## src/sv/rsw_sqrt_cell.sv

```systemverilog
// one cell of the square root chain: settles one root bit per beat
`timescale 1ns / 1ps
`default_nettype none
module rsw_sqrt_cell #(
   parameter int RW = 50,
   parameter int NC = 25
) (
   input  wire logic          clock,
   input  wire logic          reset,
   input  wire logic          enable,
   input  wire logic          in_valid,
   input  wire logic [RW-1:0] in_rad,
   input  wire logic [NC:0]   in_rem,
   input  wire logic [NC-1:0] in_root,
   output      logic          out_valid,
   output      logic [RW-1:0] out_rad,
   output      logic [NC:0]   out_rem,
   output      logic [NC-1:0] out_root
);

   logic          valid_ff;
   logic [RW-1:0] rad_ff;
   logic [NC:0]   rem_ff;
   logic [NC-1:0] root_ff;
   logic [NC:0]   rem_in;
   logic [NC-1:0] root_in;
   logic [NC+2:0] rem2;
   logic [NC+2:0] trial;
   logic [NC+2:0] diff;

   always_comb begin
      rem2  = {in_rem, in_rad[RW-1:RW-2]};
      trial = {1'b0, in_root, 2'b01};
      diff  = rem2 - trial;
      if (rem2 >= trial) begin
         rem_in  = diff[NC:0];
         root_in = {in_root[NC-2:0], 1'b1};
      end else begin
         rem_in  = rem2[NC:0];
         root_in = {in_root[NC-2:0], 1'b0};
      end
   end

   always_ff @(posedge clock) begin
      if (reset) begin
         valid_ff <= 1'b0;
      end else if (enable) begin
         valid_ff <= in_valid;
      end
      if (enable) begin
         rad_ff  <= {in_rad[RW-3:0], 2'b00};
         rem_ff  <= rem_in;
         root_ff <= root_in;
      end
   end

   assign out_valid = valid_ff;
   assign out_rad   = rad_ff;
   assign out_rem   = rem_ff;
   assign out_root  = root_ff;

   // remainder never exceeds twice the partial root
   a_rem_bound: assert property (@(posedge clock) disable iff (reset)
      valid_ff |-> (rem_ff <= {root_ff, 1'b0}))
      else $error("sqrt cell remainder out of bound");

endmodule
`default_nettype wire

```

## config.mk

```make
export PLATFORM = sky130hd
export DESIGN_NAME = rsw_sqrt_cell
export DESIGN_NICKNAME = d
export VERILOG_FILES = /design/src/sv/rsw_sqrt_cell.sv
export SDC_FILE = /design/constraint.sdc
export NUM_CORES = 1
export LEC_CHECK = 0
export BUFFER_PORTS_ARGS = -buffer_cell sky130_fd_sc_hd__buf_2
export CORE_MARGIN = 2
export CORE_UTILIZATION = 30
export DETAILED_ROUTE_END_ITERATION = 7
export PLACE_DENSITY = 0.61
export SYNTH_ARGS = -nofsm -noshare
export SYNTH_HDL_FRONTEND = slang
export SYNTH_SLANG_ARGS = --single-unit
```

## constraint.sdc

```tcl
create_clock -name clock -period 4.7 [get_ports clock]
set_input_delay 1.175 -clock clock [delete_from_list [all_inputs] [get_ports clock]]
set_output_delay 1.175 -clock clock [all_outputs]
set_load 0.1 [all_outputs]
```

; Word-level counts from Yosys, hierarchy flattened
; Cells that the tools add are included.
[totals]
ff_bits = 100
input_bits = 105
out_inout_bits = 102
word_cells = 8
[op_classes]
add_sub_neg = 1
magnitude_cmp = 1
n_mux = 2
[ops]
columns = op, n
row1 = $ge 28x27->1, 1
row2 = $mux 26, 1
row3 = $sub 26x26->26, 1
row4 = $mux 1, 1

; Depth between registers and ports, before layout
[logic_depth]
word_depth = 2
ltp_mapped = 12

; Worst setup path before layout
; No wires, ideal clock.
[synth_path]
path_type = input to register
from = in in_root[1]
to = reg rem_ff[10], in the netlist out_rem[10] (data pin)
arrival_ps = 3144
path_slack_ps = 1296
cell_stages = 11
path_cell_list = inv_1 ha_1 o211ai_2 a21oi_2 o211ai_4 a21oi_2 o311a_4 nor2_8 inv_2 buf_6 mux2_4
[synth_between]
elab_chain_cells = 2
elab_cells_between_ends = 3
cone_classes = 1 x add/sub / 1 x order compare / 1 x mux
[synth_rtl]
columns = item, line_no
row1 = start: declaration, 14  ; input wire logic [NC-1:0] in_root,
row2 = $sub 26x26->26 or $ge 28x27->1 (tied branches), "34, 35"
row3 = $mux 26 *, 35  ; if (rem2 >= trial) begin
row4 = via rem_in[10], 25  ; logic [NC:0] rem_in;
row5 = end signal: assignment, 52  ; rem_ff <= rem_in;
row6 = end: declaration, 23  ; logic [NC:0] rem_ff;
; The timed path passes the listed nets; every way through them passes the cells marked *.
; A chain may end at the register's enable or synchronous reset.

; Final worst setup path
[layout_path]
from = in in_root[11]
to = reg rem_ff[4], in the netlist out_rem[4] (data pin)
[layout_between]
elab_chain_cells = 2
[layout_rtl]
columns = item, line_no
row1 = $ge 28x27->1, 35
row2 = $mux 26, 35
row3 = via rem_in[4], 25
; The timed path passes the listed nets, and every way through them passes these cells.

==> results.toml <==
[setup_path]
cp-end-kind = "flop"
critPathLaunchType = "primary input"
cp_cell_sequence = "buf_2 > inv_1 > ha_1 > a21oi_1 > o211ai_1 > a31oi_1 > o21ai_0 > a21o_1 > nor2_8 > inv_2 > mux2_4"
startpoint = "in_root[11]"
rrSetupSlack_ns = 4.09
required_ns = 4.80
max_stage_delay_ns = 0.47
worstPathMaxFanout = 20
rr_worst_depth = 2
crit_type = "in2reg"
r2r-end = "out_valid"
critPathArrivalTime_ns = 3.71
worst-path-buf-inv = 3
r2r_start = "out_valid"
critPathTopFamily = "compound AO/OA/AOI/OAI gates"
crit_slowest_cell = "inv_2"

[cts]
clk_latency_ns = 0.34
cts_buffer_depth = 2
post-cts-setup-buffers = 0
clock-sinks = 100
cts_resized = 0
numCtsBuffers = 9
path_clk_slew_ns = 0.07
h-tree-depth = 3
cts_tree = "built"
holdBufCountCts = 0
cts_root_buf = "clkbuf_16"

[global_routing]
grt_start_max_net_pins = 89
grt_pass1_vias = 3963
grt_pass1_wl_um = 20840
grt-ovfl-total = 0
grt_usage = 0.1513
antenna_found_initial = 1

[synthesis]
yosys_warnings = 0
ys_top_cells_by_area = "edfxtp_1 59%, ha_1 6.7%, mux2_4 4.7%"
synth_top_area_share = 0.5872
synth_cell_types = 56
seq_area_frac_synth = 0.5912
synth.cells.most_frequent = "99 x edfxtp_1, 32 x inv_1, 27 x ha_1, 26 x a21oi_1, 18 x nor2_1"
syn_area_um2 = 5062
netlist_instances = 390
ys_ff_latch = 100
post-synth-top-count-cell = "edfxtp_1"
syn_area_per_cell_um2 = 12.98
synth_edf_count = 99
async_flop_share = 0
yosysTopAreaCell = "edfxtp_1"
yosys_most_used_dff = "edfxtp_1"

[routing]
ant_nets = 0
drtIter0Drc = 236
wl_per_cell_um = 16.83
num_vias = 3879
wirelength_um = 13830
drt_pass1_iterations = 4
viasPerCell = 4.719
drc_errors = 0

[min_path]
hold_class = "reg2reg"
min-delay-start = "out_valid"
whs_path_depth = 2
whs_endpoint = "out_valid"

[timing]
max-slew-margin-rel = 0.2543
fin_tns_setup_ns = 0
setup_violations = 0
max_slew.worst_pin.slew_ns = 1.119
hold_viol_final = 0
fin_skew_ns = 0
fin_crit_sh = 0.7675
final_max_slew_viol_count = 0
fin_crit_ns = 3.607
max_freq_mhz = 277.2
rsz0062_at_grt = "false"
whs_ns = 0.5242

[layout]
finalNonFillerCells = 822
diodes = 0
syn_to_final_growth_pct = 30.45
finish.utilization = 0.3996
nets = 729
fillers = 1629
layout-drive-gt1-share = 0.4120

[place]
portBuffers = 204
dpl.cell_count = 806
place.gp.congestion = 0.8353
dp_hpwl_um = 10740

[die]
floorplan.initialDensity = 0.3064
ios = 207
die_x_um = 133.9
core_um2 = 16520
die_height_um = 133.9
std_cell_rows = 47
fp.dieArea_um2 = 17930

[power_and_ir_drop]
powerDensity_nw_per_um2 = 444.1
leakage_nw = 2.916
power.total_mw = 2.933
ir_drop_v = 0.0001927

[status]
outcome = "complete, no violations"

[job]
drv_cap = 0
[worst max-delay path by stage]
stage | endpoint | slack, ns | depth (start not counted)
final | out_rem[4] | 1.09 | 11
after CTS | out_rem[15] | 1.09 | 11
after detailed placement | out_rem[3] | 0.72 | 11
after global placement | out_rem[3] | 0.77 | 11
after global routing | out_rem[11] | 0.86 | 11
after floorplan | out_rem[10] | 1.30 | 11
[worst min-delay path, delay by kind of cell, from the launching register on]
family,cells,cell delay (ns)
multiplexers,1,0.07
flip-flops,1,0.34
AND/OR/NAND/NOR,1,0.08
[placed cells by master (no fill, tap or decap), types with 3 or more instances in the layout]
cell type and count:
xor2_1 4, a21o_1 10, nor4_1 4, o31ai_1 6, and3_1 5, a211oi_1 3
inv_6 3, edfxtp_1 99, nand3_1 15, nor2_1 18, nand2b_1 6, a21oi_2 3
nor3_1 9, nand4_1 5, nand2_1 13, o21ai_0 17, a21oi_1 26, and3b_1 3
clkbuf_16 9, a21boi_0 4, ha_1 27, o211ai_1 5, xnor2_1 11, mux2_4 16
o21a_1 5, buf_2 203, inv_1 32
[routing by layer]
metal / routed length (um) / GRT usage
met3: 1084 / 0.04497
met2: 6934 / 0.2670
met4: 135 / 0.04492
met1: 5678 / 0.1780
met5: 0 / 0
[cells by family (layout without fill, tap and decap cells)]
family,count (synthesis),count (layout),synth area share
AOI/OAI and AO/OA,100,100,0.1374
xor gates and xnor gates,15,15,0.02595
adders and majority gates,27,27,0.06673
buffers and inverters,43,254,0.03658
DFF,100,100,0.5912
muxes,17,17,0.04943
other,1,2,0.0007408
and+or+nand+nor,87,87,0.09194
[where the power goes]
part           internal (mW)  total [mW]  switching (mW)
clock                  0.384       0.731           0.347
sequential              1.09        1.11          0.0237
combinational          0.226        1.09           0.866
total                   1.70        2.93            1.24
[metrics by stage]
step | setup slack (ns) | area, um^2
6_report | 1.093 | 6604
2_1_floorplan | 1.296 | 5066
4_1_cts | 1.092 | 6604
5_1_grt | 0.8645 | 6604
3_5_place_dp | 0.7209 | 6311
3_3_place_gp | 0.7714 | 6311
[sequential cells by signal, summed over array words and instances (netlist names)]
register,flops
out_rad,48
out_rem,26
out_root,25
out_valid,1
[area by class of cell]
cell class              count  area, um^2  share of cell area
clock inverters             6       53.80            0.008147
well taps                 220       275.3             0.04168
repair buffers            205        1031              0.1561
clock buffers              10       239.0             0.03619
flip-flops and latches    100        2993              0.4532
multi-input cells         248        1888              0.2859
inverters                  33       123.9             0.01876
Note: power is estimated with default switching activity, not from simulation.
